==> src/design/assert_macros.svh <==
// ----------------------------------------------------------------------------
// Assertion macros
// Shared concurrent assertion forms, clocked on aclk and disabled in reset.
// ----------------------------------------------------------------------------
`ifndef ASSERT_MACROS_SVH
`define ASSERT_MACROS_SVH

// Same-cycle implication.
`define ASSERT_IMPL(label, ante, cons) \
    label: assert property (@(posedge aclk) disable iff (!aresetn) (ante) |-> (cons)) \
        else $error("assertion failed: same-cycle implication");

// Next-cycle implication.
`define ASSERT_NEXT(label, ante, cons) \
    label: assert property (@(posedge aclk) disable iff (!aresetn) (ante) |=> (cons)) \
        else $error("assertion failed: next-cycle implication");

`endif

==> src/design/mcpg_pkg.sv <==
// ----------------------------------------------------------------------------
// mcpg_pkg
// Widths, limits and octant codes of the midpoint circle point generator.
// ----------------------------------------------------------------------------
`default_nettype none

package mcpg_pkg;

    localparam int CoordInW  = 16;   // center coordinate and radius
    localparam int ColourW   = 24;
    localparam int PointW    = 18;   // emitted coordinate
    localparam int OffsetW   = 17;   // signed offset, x may dip to -1
    localparam int ErrW      = 20;   // signed midpoint decision variable
    localparam int StepMax   = 64;   // most points emitted per accepted transaction
    localparam int CntW      = $clog2(StepMax);
    localparam int InDataW   = 72;
    localparam int OutDataW  = 64;

    localparam logic [2:0] OCT_PXPY = 3'd0;
    localparam logic [2:0] OCT_PYPX = 3'd1;
    localparam logic [2:0] OCT_NXPY = 3'd2;
    localparam logic [2:0] OCT_NYPX = 3'd3;
    localparam logic [2:0] OCT_NXNY = 3'd4;
    localparam logic [2:0] OCT_NYNX = 3'd5;
    localparam logic [2:0] OCT_PXNY = 3'd6;
    localparam logic [2:0] OCT_PYNX = 3'd7;

    localparam logic FUNC_OUTLINE = 1'b0;
    localparam logic FUNC_FILLED  = 1'b1;

endpackage

`default_nettype wire

==> src/design/midpoint_circle_point_generator_top.sv <==
// ----------------------------------------------------------------------------
// midpoint_circle_point_generator_top
// Midpoint circle rasterizer: outline or filled (concentric rings) circles.
// ----------------------------------------------------------------------------
// The first point of a transaction is registered onto m_tdata once the state is ST_RUN.
// Throughput: one point per cycle while m_tready is high, set by the single point
//   adder pair stepped by the octant sequencer; each accepted transaction emits up
//   to 64 points with s_tready low, then s_tready goes high for the next one.
//   A busy run continues on the next transaction, whose payload is then ignored.
// Reset: aresetn (synchronous, active low) clears state, counter, run flag and m_tvalid.
`default_nettype none

`include "assert_macros.svh"

module midpoint_circle_point_generator_top
    import mcpg_pkg::*;
(
    input  wire logic                 aclk,
    input  wire logic                 aresetn,
    // s_tdata: center_x[15:0], center_y[31:16], radius[47:32], draw_colour[71:48]
    input  wire logic [InDataW-1:0]   s_tdata,
    // s_tuser: func
    input  wire logic                 s_tuser,
    input  wire logic                 s_tvalid,
    output logic                      s_tready,
    // m_tdata: point_x[17:0], point_y[35:18], point_colour[59:36], zero[63:60]
    output logic [OutDataW-1:0]       m_tdata,
    output logic                      m_tlast,
    output logic                      m_tvalid,
    input  wire logic                 m_tready
);

    typedef enum logic {ST_IDLE, ST_RUN} state_t;

    state_t                      state_reg, state_next;
    logic                        busy_reg, busy_next;
    logic                        fill_reg, fill_next;
    logic signed [CoordInW-1:0]  cx_reg, cx_next;
    logic signed [CoordInW-1:0]  cy_reg, cy_next;
    logic [ColourW-1:0]          colour_reg, colour_next;
    logic [CoordInW-1:0]         target_reg, target_next;
    logic [CoordInW-1:0]         ring_reg, ring_next;
    logic signed [OffsetW-1:0]   ox_reg, ox_next;
    logic signed [OffsetW-1:0]   oy_reg, oy_next;
    logic signed [ErrW-1:0]      err_reg, err_next;
    logic [2:0]                  oct_reg, oct_next;
    logic [CntW-1:0]             cnt_reg, cnt_next;
    logic                        m_tvalid_reg, m_tvalid_next;
    logic [OutDataW-1:0]         m_tdata_reg, m_tdata_next;
    logic                        m_tlast_reg, m_tlast_next;

    logic                        load;
    logic signed [PointW-1:0]    sx, sy, dx, dy, px, py;
    logic signed [OffsetW-1:0]   y_inc, x_dec, x_adv;
    logic signed [ErrW-1:0]      err_adv;
    logic                        ring_done, more_rings, run_end;
    logic [CoordInW-1:0]         start_r, ring_inc;
    logic [CoordInW-1:0]         in_radius;

    assign s_tready = (state_reg == ST_IDLE);
    assign m_tvalid = m_tvalid_reg;
    assign m_tdata  = m_tdata_reg;
    assign m_tlast  = m_tlast_reg;

    assign load = (state_reg == ST_RUN) && (!m_tvalid_reg || m_tready);

    // Point adder: center plus the signed octant offset.
    always_comb begin
        sx = PointW'(ox_reg);
        sy = PointW'(oy_reg);
        case (oct_reg)
            OCT_PXPY: begin dx =  sx; dy =  sy; end
            OCT_PYPX: begin dx =  sy; dy =  sx; end
            OCT_NXPY: begin dx = -sx; dy =  sy; end
            OCT_NYPX: begin dx = -sy; dy =  sx; end
            OCT_NXNY: begin dx = -sx; dy = -sy; end
            OCT_NYNX: begin dx = -sy; dy = -sx; end
            OCT_PXNY: begin dx =  sx; dy = -sy; end
            default:  begin dx =  sy; dy = -sx; end
        endcase
        px = PointW'(cx_reg) + dx;
        py = PointW'(cy_reg) + dy;
    end

    // Decision update after the eighth point of an iteration.
    always_comb begin
        y_inc = oy_reg + OffsetW'(1);
        x_dec = ox_reg - OffsetW'(1);
        if (err_reg < 0) begin
            x_adv   = ox_reg;
            err_adv = err_reg + (ErrW'(y_inc) <<< 1) + ErrW'(1);
        end else begin
            x_adv   = x_dec;
            err_adv = err_reg + ((ErrW'(y_inc) - ErrW'(x_dec) + ErrW'(1)) <<< 1);
        end
        ring_done  = (oct_reg == OCT_PYNX) && (x_adv < y_inc);
        more_rings = fill_reg && (ring_reg < target_reg);
        run_end    = ring_done && !more_rings;
        ring_inc   = ring_reg + CoordInW'(1);
    end

    assign in_radius = s_tdata[47:32];
    assign start_r   = (s_tuser == FUNC_FILLED) ? '0 : in_radius;

    always_comb begin
        state_next    = state_reg;
        busy_next     = busy_reg;
        fill_next     = fill_reg;
        cx_next       = cx_reg;
        cy_next       = cy_reg;
        colour_next   = colour_reg;
        target_next   = target_reg;
        ring_next     = ring_reg;
        ox_next       = ox_reg;
        oy_next       = oy_reg;
        err_next      = err_reg;
        oct_next      = oct_reg;
        cnt_next      = cnt_reg;
        m_tvalid_next = m_tvalid_reg;
        m_tdata_next  = m_tdata_reg;
        m_tlast_next  = m_tlast_reg;

        if (m_tvalid_reg && m_tready) begin
            m_tvalid_next = 1'b0;
        end

        case (state_reg)
            ST_IDLE: begin
                if (s_tvalid) begin
                    state_next = ST_RUN;
                    cnt_next   = '0;
                    // Payload is taken only when no run is pending.
                    if (!busy_reg) begin
                        busy_next   = 1'b1;
                        fill_next   = s_tuser;
                        cx_next     = s_tdata[15:0];
                        cy_next     = s_tdata[31:16];
                        target_next = in_radius;
                        colour_next = s_tdata[71:48];
                        ring_next   = start_r;
                        ox_next     = OffsetW'(start_r);
                        oy_next     = '0;
                        err_next    = ErrW'(1) - ErrW'(start_r);
                        oct_next    = OCT_PXPY;
                    end
                end
            end
            ST_RUN: begin
                if (load) begin
                    m_tvalid_next = 1'b1;
                    m_tdata_next  = {4'b0, colour_reg, py, px};
                    m_tlast_next  = run_end;
                    cnt_next      = cnt_reg + CntW'(1);
                    if (oct_reg != OCT_PYNX) begin
                        oct_next = oct_reg + 3'd1;
                    end else if (!ring_done) begin
                        oct_next = OCT_PXPY;
                        oy_next  = y_inc;
                        ox_next  = x_adv;
                        err_next = err_adv;
                    end else if (more_rings) begin
                        // Start the next concentric ring.
                        oct_next  = OCT_PXPY;
                        ring_next = ring_inc;
                        ox_next   = OffsetW'(ring_inc);
                        oy_next   = '0;
                        err_next  = -ErrW'(ring_reg);
                    end else begin
                        oct_next = OCT_PXPY;
                        oy_next  = y_inc;
                        ox_next  = x_adv;
                        err_next = err_adv;
                    end
                    if (run_end) begin
                        busy_next  = 1'b0;
                        state_next = ST_IDLE;
                    end else if (cnt_reg == CntW'(StepMax - 1)) begin
                        state_next = ST_IDLE;
                    end
                end
            end
            default: begin
                state_next = ST_IDLE;
            end
        endcase
    end

    always_ff @(posedge aclk) begin
        if (!aresetn) begin
            state_reg    <= ST_IDLE;
            busy_reg     <= 1'b0;
            m_tvalid_reg <= 1'b0;
            cnt_reg      <= '0;
        end else begin
            state_reg    <= state_next;
            busy_reg     <= busy_next;
            m_tvalid_reg <= m_tvalid_next;
            cnt_reg      <= cnt_next;
        end
        fill_reg    <= fill_next;
        cx_reg      <= cx_next;
        cy_reg      <= cy_next;
        colour_reg  <= colour_next;
        target_reg  <= target_next;
        ring_reg    <= ring_next;
        ox_reg      <= ox_next;
        oy_reg      <= oy_next;
        err_reg     <= err_next;
        oct_reg     <= oct_next;
        m_tdata_reg <= m_tdata_next;
        m_tlast_reg <= m_tlast_next;
    end

    `ASSERT_IMPL(a_run_has_busy, state_reg == ST_RUN, busy_reg)
    `ASSERT_IMPL(a_ring_in_octant, state_reg == ST_RUN, ox_reg >= oy_reg)
    `ASSERT_NEXT(a_new_run_starts, s_tvalid && s_tready && !busy_reg,
                 oct_reg == OCT_PXPY && oy_reg == '0 && busy_reg)

endmodule

`default_nettype wire
==> config.mk <==
export PLATFORM = sky130hd
export DESIGN_NAME = midpoint_circle_point_generator_top
export DESIGN_NICKNAME = d
export VERILOG_FILES = /design/src/design/mcpg_pkg.sv /design/src/design/midpoint_circle_point_generator_top.sv
export VERILOG_INCLUDE_DIRS = /design/src /design/src/design
export SDC_FILE = /design/constraint.sdc
export NUM_CORES = 1
export LEC_CHECK = 0
export BUFFER_PORTS_ARGS = -buffer_cell sky130_fd_sc_hd__buf_2
export CORE_UTILIZATION = 50
export DETAILED_ROUTE_END_ITERATION = 10
export PLACE_DENSITY = 0.83
export SYNTH_ARGS = -nofsm -noshare
export SYNTH_HDL_FRONTEND = slang
export SYNTH_SLANG_ARGS = --single-unit
==> constraint.sdc <==
create_clock -name aclk -period 5.7 [get_ports aclk]
set_clock_uncertainty 0.15 [all_clocks]
set_input_delay 1.14 -clock aclk [delete_from_list [all_inputs] [get_ports aclk]]
set_output_delay 1.14 -clock aclk [all_outputs]
set_load 0.005 [all_outputs]
==> Word level (Yosys, flattened, before mapping) <==
Cells that the tools add are included.
{ "op_classes": {"add_sub_neg": 16, "n_mul": 0, "div": 0, "order_cmp": 3, "n_eq_ne": 16, "shift": 0, "mux": 53, "bitwise": 2, "reduce_logical": 22} }
{ "ops": {"columns": ["op", "count"], "rows": [
  ["two-way mux 17 bit", 13],
  ["two-way mux 20 bit", 7],
  ["two-way mux 16 bit", 7],
  ["one-hot mux 18 bit (3 select lines)", 2],
  ["one-hot mux 17 bit (2 select lines)", 2],
  ["one-hot mux 20 bit (2 select lines)", 1],
  ["adder 16 x 18 -> 18 bit", 2],
  ["negator 17 -> 18 bit", 2],
  ["one-hot mux 16 bit (2 select lines)", 1],
  ["adder 20 x 18 -> 20 bit", 1],
  ["adder 20 x 2 -> 20 bit (second input constant)", 1],
  ["adder 20 bit", 1],
  ["< comparator 20 x 1 -> 1 bit (second input constant)", 1],
  ["negator 16 -> 20 bit", 1],
  ["adder 18 x 2 -> 19 bit (second input constant)", 1],
  ["subtractor 17 x 17 -> 18 bit", 1],
  ["adder 17 x 2 -> 17 bit (second input constant)", 1],
  ["< comparator 17 bit", 1],
  ["subtractor 1 x 16 -> 17 bit (first input constant)", 1],
  ["subtractor 17 x 2 -> 17 bit (second input constant)", 1],
  ["adder 16 x 1 -> 16 bit (second input constant)", 1],
  ["< comparator 16 bit", 1],
  ["equality test 3 bit (second input constant)", 4],
  ["two-way mux 3 bit", 4],
  ["23 further kinds", 54]
]} }
{ "word_totals": {"regBits": 216, "latchBits": 0, "ram_bits": 0, "rom_bits": 0, "in_bits": 77, "memories": 0} }

==> Longest topological paths before layout <==
{ "depth": {"word_depth": 10, "ltp_mapped": 24, "ltp_nobuf": 23} }

==> Worst setup path before layout <==
OpenSTA, ideal clock, no wires.
{ "synth_path": {"kind": "flip-flop to flip-flop", "startpoint": "reg ox_reg[2]", "endpoint": "reg err_reg[19], data pin", "arrival_ns": 5.145, "t_required_ns": 5.355, "setup_slack_ns": 0.210, "stages_incl_launch_ff": 25, "n_path_buf": 3, "period_less_slack_ns": 5.490, "cell_sequence": "edfxtp_1 clkbuf_1 or3_1 nor4_2 nand2b_1 or3_1 clkbuf_1 xor2_1 ha_1 ha_1 a21oi_1 o21ai_0 a2111oi_0 nor3_1 nor2_1 xnor2_1 ha_1 buf_1 a21o_1 a21oi_1 o31ai_1 a21o_1 a21oi_1 xnor2_1 o311ai_0"} }
{ "synth_between": {"elab_chain_cells": 10, "elab_cells_between_ends": 13, "cone_classes": "add/sub: 4; order compare: 1; mux: 7; reduce/logical: 1"} }
{ "synth_lines": {"columns": ["element", "line", "source"], "rows": [
  ["start: declaration", "midpoint_circle_point_generator_top.sv:43", "logic signed [OffsetW-1:0] ox_reg, ox_next;"],
  ["start signal: assignment", "midpoint_circle_point_generator_top.sv:206", "ox_reg <= ox_next;"],
  ["subtractor 17 x 2 -> 17 bit", "midpoint_circle_point_generator_top.sv:88", "x_dec = ox_reg - OffsetW'(1);"],
  ["subtractor 17 x 17 -> 18 bit", "midpoint_circle_point_generator_top.sv:94", "err_adv = err_reg + ((ErrW'(y_inc) - ErrW'(x_dec) + ErrW'(1)) <<< 1);"],
  ["adder 18 x 2 -> 19 bit", "midpoint_circle_point_generator_top.sv:94", null],
  ["adder 20 bit", "midpoint_circle_point_generator_top.sv:94", null],
  ["two-way mux 20 bit", "midpoint_circle_point_generator_top.sv:89", "if (err_reg < 0) begin"],
  ["two-way mux 20 bit", "midpoint_circle_point_generator_top.sv:161", "end else if (more_rings) begin"],
  ["two-way mux 20 bit (*)", "midpoint_circle_point_generator_top.sv:156", "end else if (!ring_done) begin"],
  ["two-way mux 20 bit (*)", "midpoint_circle_point_generator_top.sv:154", "if (oct_reg != OCT_PYNX) begin"],
  ["two-way mux 20 bit (*)", "midpoint_circle_point_generator_top.sv:149", "if (load) begin"],
  ["one-hot mux 20 bit (2 select lines) (*)", "midpoint_circle_point_generator_top.sv:127", "case (state_reg)"],
  ["net err_next[19]", "midpoint_circle_point_generator_top.sv:45", "logic signed [ErrW-1:0] err_reg, err_next;"],
  ["end signal: assignment", "midpoint_circle_point_generator_top.sv:208", "err_reg <= err_next;"],
  ["end: declaration", "midpoint_circle_point_generator_top.sv:45", null]
]} }
Mark *: on every way through the listed nets, which the timed path passes. The rest lies on a longest branch. The select of a mux whose other input is x is not followed.
A chain may end at the register's enable or synchronous reset.

==> Worst setup path after layout <==
{ "layout_path": {"startpoint": "reg ox_reg[0]", "endpoint": "reg err_reg[19], data pin"} }
The elaborated chain is that of the path after synthesis.

==> results.py <==
metrics = {
    "sta": {
        "hold_viol": 0,
        "max_freq_mhz": 183,
        "slew_viol_final": 0,
        "setup_viol": 0,
        "rsz0062_at_grt": "true",
        "period_minus_slack_ns": 5.45,
        "maxSlewHeadroom": 0.357,
        "worst_pin_slew_ns": 0.965,
        "finalCritPeriodShare": 0.956,
        "setup_slack_ns": 0.250,
    },
    "synth": {
        "synth_top_family_by_area": "compound AO/OA/AOI/OAI gates",
        "synth_edf_count": 207,
        "synth_mux_area_frac": 0.0169,
        "ys_warn_count": 0,
        "synth_area_sq_um": 16000,
        "synth_compound_area_frac": 0.189,
        "async_reset_ff_frac": 0,
        "synth-xor-area-share": 0.0896,
        "synth_cell_type_count": 72,
        "ys_ff_latch": 216,
        "syn_avg_cell_area_sq_um": 9.60,
        "synth_adder_area_share": 0.124,
        "synth_cells": 1669,
        "synth-main-ff-cell": "edfxtp_1",
        "synth-simple-area-share": 0.144,
        "yosysSeqAreaShare": 0.399,
    },
    "finish": {
        "final_common_cell": "edfxtp_1",
        "nFillCells": 2649,
        "final_cell_mix": "edfxtp_1, ha_1, nor2_1",
        "regArea_sq_um": 6400,
        "nNetsFinal": 2057,
        "areaGrowthSynthToFinish_pct": 14.6,
        "postLayoutCoreUtil": 0.582,
        "largest_register_ff_count": 60,
        "antenna_cells": 0,
        "fin_area_sq_um": 18400,
        "layout-drive-gt1-share": 0.159,
        "multi_input_area_sq_um": 9190,
    },
    "global_routing": {
        "grt_pass1_wl_mm": 68.0,
        "grt_pass1_vias": 13000,
        "grt_max_degree": 57,
        "overflow": 0,
        "antenna_found_initial": 0,
        "grt_usage": 0.257,
    },
    "route": {
        "via_per_inst": 6.06,
        "detail_route.wl_per_cell_um": 19.3,
        "postRouteAntennaNets": 0,
        "drt_first_pass_iters": 6,
        "drc": 0,
        "vias": 13600,
        "dr.first_iter.drc_count": 1004,
        "wl_mm": 43.2,
    },
    "die": {
        "design.die.area_sq_um": 32800,
        "rows": 65,
        "die-width_um": 181,
        "ioPinCount": 144,
        "die_h_um": 181,
        "initial_utilization": 0.508,
        "core_area_sq_um": 31600,
    },
    "power": {
        "peakVddDrop_uv": 285,
        "power_per_cell_area_nw_per_um2": 416,
        "leakagePower_nw": 7.51,
    },
    "setup_path": {
        "crit_path_end_kind": "flop",
        "worstSetupStartpointType": "flop",
        "crit_top_cell": "ha_1",
        "worstPathRequired_ns": 5.88,
        "cp_max_fo": 5,
        "critical_path.cell_chain": "or3_4 > or3_1 > xor2_1 > ha_1 > ha_1 > inv_1 > o21bai_2 > a211oi_2 > o31a_1 > xnor2_1 > ha_1 > a21o_1 > a31o_2 > a2111oi_2 > buf_4 > o31ai_2 > a21o_1 > a21oi_1 > xnor2_1 > o311ai_1",
        "worstSetupPathType": "reg2reg",
        "critPathArrivalTime_ns": 5.63,
        "cpMaxStageDelayCell": "or3_4",
        "crit_path_max_incr_delay_ns": 0.45,
    },
    "worst_hold_path": {
        "hold_class": "reg2reg",
    },
    "cts": {
        "htree_levels": 1,
        "clk_pin_slew_ns": 0.06,
        "cts_buffers": 24,
        "clkLatencyLatePin_ns": 0.53,
        "clock_path_buffers": 3,
        "cts.sink_count": 216,
        "cts_tree": "yes",
        "cts.root.buffer_cell": "clkbuf_16",
    },
    "placement": {
        "gp_congestion": 0.965,
        "dpl-instance-area_sq_um": 17300,
        "dp_hpwl_mm": 32.1,
        "io_buffers": 139,
        "dp_slack_ns": -0.164,
    },
    "job": {
        "drv_cap": 0,
    },
    "status": {
        "outcome": "finished clean",
    },
}
[kinds of logic (layout without fill, tap and decap cells)]
| group | after synthesis | after routing |
|---|---|---|
| other cells | 1 | 4 |
| xor+xnor | 164 | 164 |
| compound gates | 472 | 472 |
| buf+inv | 155 | 324 |
| flops | 216 | 216 |
| fa+ha+maj | 156 | 156 |
| mux | 26 | 26 |
| simple gates | 479 | 479 |
[cell type report]
class / count / area share
clock buffers: 33 / 0.0368
multi-input cells: 1301 / 0.500
clock inverters: 10 / 0.00715
repair buffers: 204 / 0.0644
well taps: 402 / 0.0274
flip-flops and latches: 216 / 0.348
inverters: 77 / 0.0157
[synth_stat cells, types with 9 or more instances]
library cell,n,area share
a211oi_1,15,0.0070
a2bb2oi_1,13,0.0071
nor4_1,11,0.0043
xor2_1,63,0.034
and2_1,10,0.0039
xnor2_1,101,0.055
nor3_1,45,0.014
o31ai_1,15,0.0070
nand3_1,48,0.015
inv_1,77,0.018
edfxtp_1,207,0.39
ha_1,151,0.12
nor2_1,144,0.034
dfxtp_1,9,0.011
a21o_1,43,0.020
mux2i_1,21,0.013
nor2b_1,15,0.0059
clkbuf_1,67,0.016
o21bai_1,13,0.0061
nand2_1,116,0.027
a21oi_1,120,0.037
o311ai_0,11,0.0060
or3_1,18,0.0070
o22ai_1,10,0.0039
a31oi_1,21,0.0082
nand2b_1,13,0.0051
and3_1,16,0.0062
o21ai_0,123,0.038
o21a_1,18,0.0084
[worst max-delay path: cells and delay by family, from the launching register on]
kind | cells | cell delay, ns
fa+ha+maj | 3 | 1.02
flops | 1 | 0.44
buf+inv | 2 | 0.25
simple gates | 2 | 0.81
xor+xnor | 3 | 0.40
compound gates | 10 | 2.18
[what timing repair did]
action | in CTS | in global routing
pin swaps | 0 | 4
endpoints found under the setup margin | 3 | 8
cloned | 0 | 0
hold buffers | 0 | 0
buffers inserted | 2 | 13
gates resized for setup | 5 | 30
[final timing paths]
check             cells past startpoint      startpoint     endpoint  slack [ns]
setup / recovery                     20       ox_reg[0]  err_reg[19]        0.25
hold / removal                        0  colour_reg[21]  m_tdata[57]        0.26
setup reg to reg                     20       ox_reg[0]  err_reg[19]        0.25
hold reg to reg                       0  colour_reg[21]  m_tdata[57]        0.26
[power breakdown]
| group | leakage, nW | total [W] | switching, W | internal [W] |
|---|---|---|---|---|
| Combinational | 5.08 | 0.00381 | 0.00218 | 0.00163 |
| Clock | 0.387 | 0.00159 | 0.000629 | 0.000962 |
| Sequential | 2.04 | 0.00223 | 0.000170 | 0.00206 |
| Total | 7.51 | 0.00764 | 0.00298 | 0.00465 |
[per-layer routing]
layer	vias up	wire, um	global-route usage
met5	-	0	0
met4	0	1220	0.0719
met3	81	3210	0.0288
met2	620	20400	0.436
met1	6404	18400	0.347
li1	6484	-	-
[metrics by stage]
stage / cells / hold WS (ns) / power (W) / TNS (ns)
floorplan: 1672 / 0.250 / 0.00489 / 0
global placement: 2185 / 0.250 / 0.00571 / 0
detailed placement: 2185 / 0.255 / 0.00582 / -0.261
CTS: 2230 / 0.264 / 0.00746 / 0
global route: 2243 / 0.266 / 0.00809 / -0.157
finish: 2243 / 0.262 / 0.00764 / 0
(Power assumes the default switching activity.)
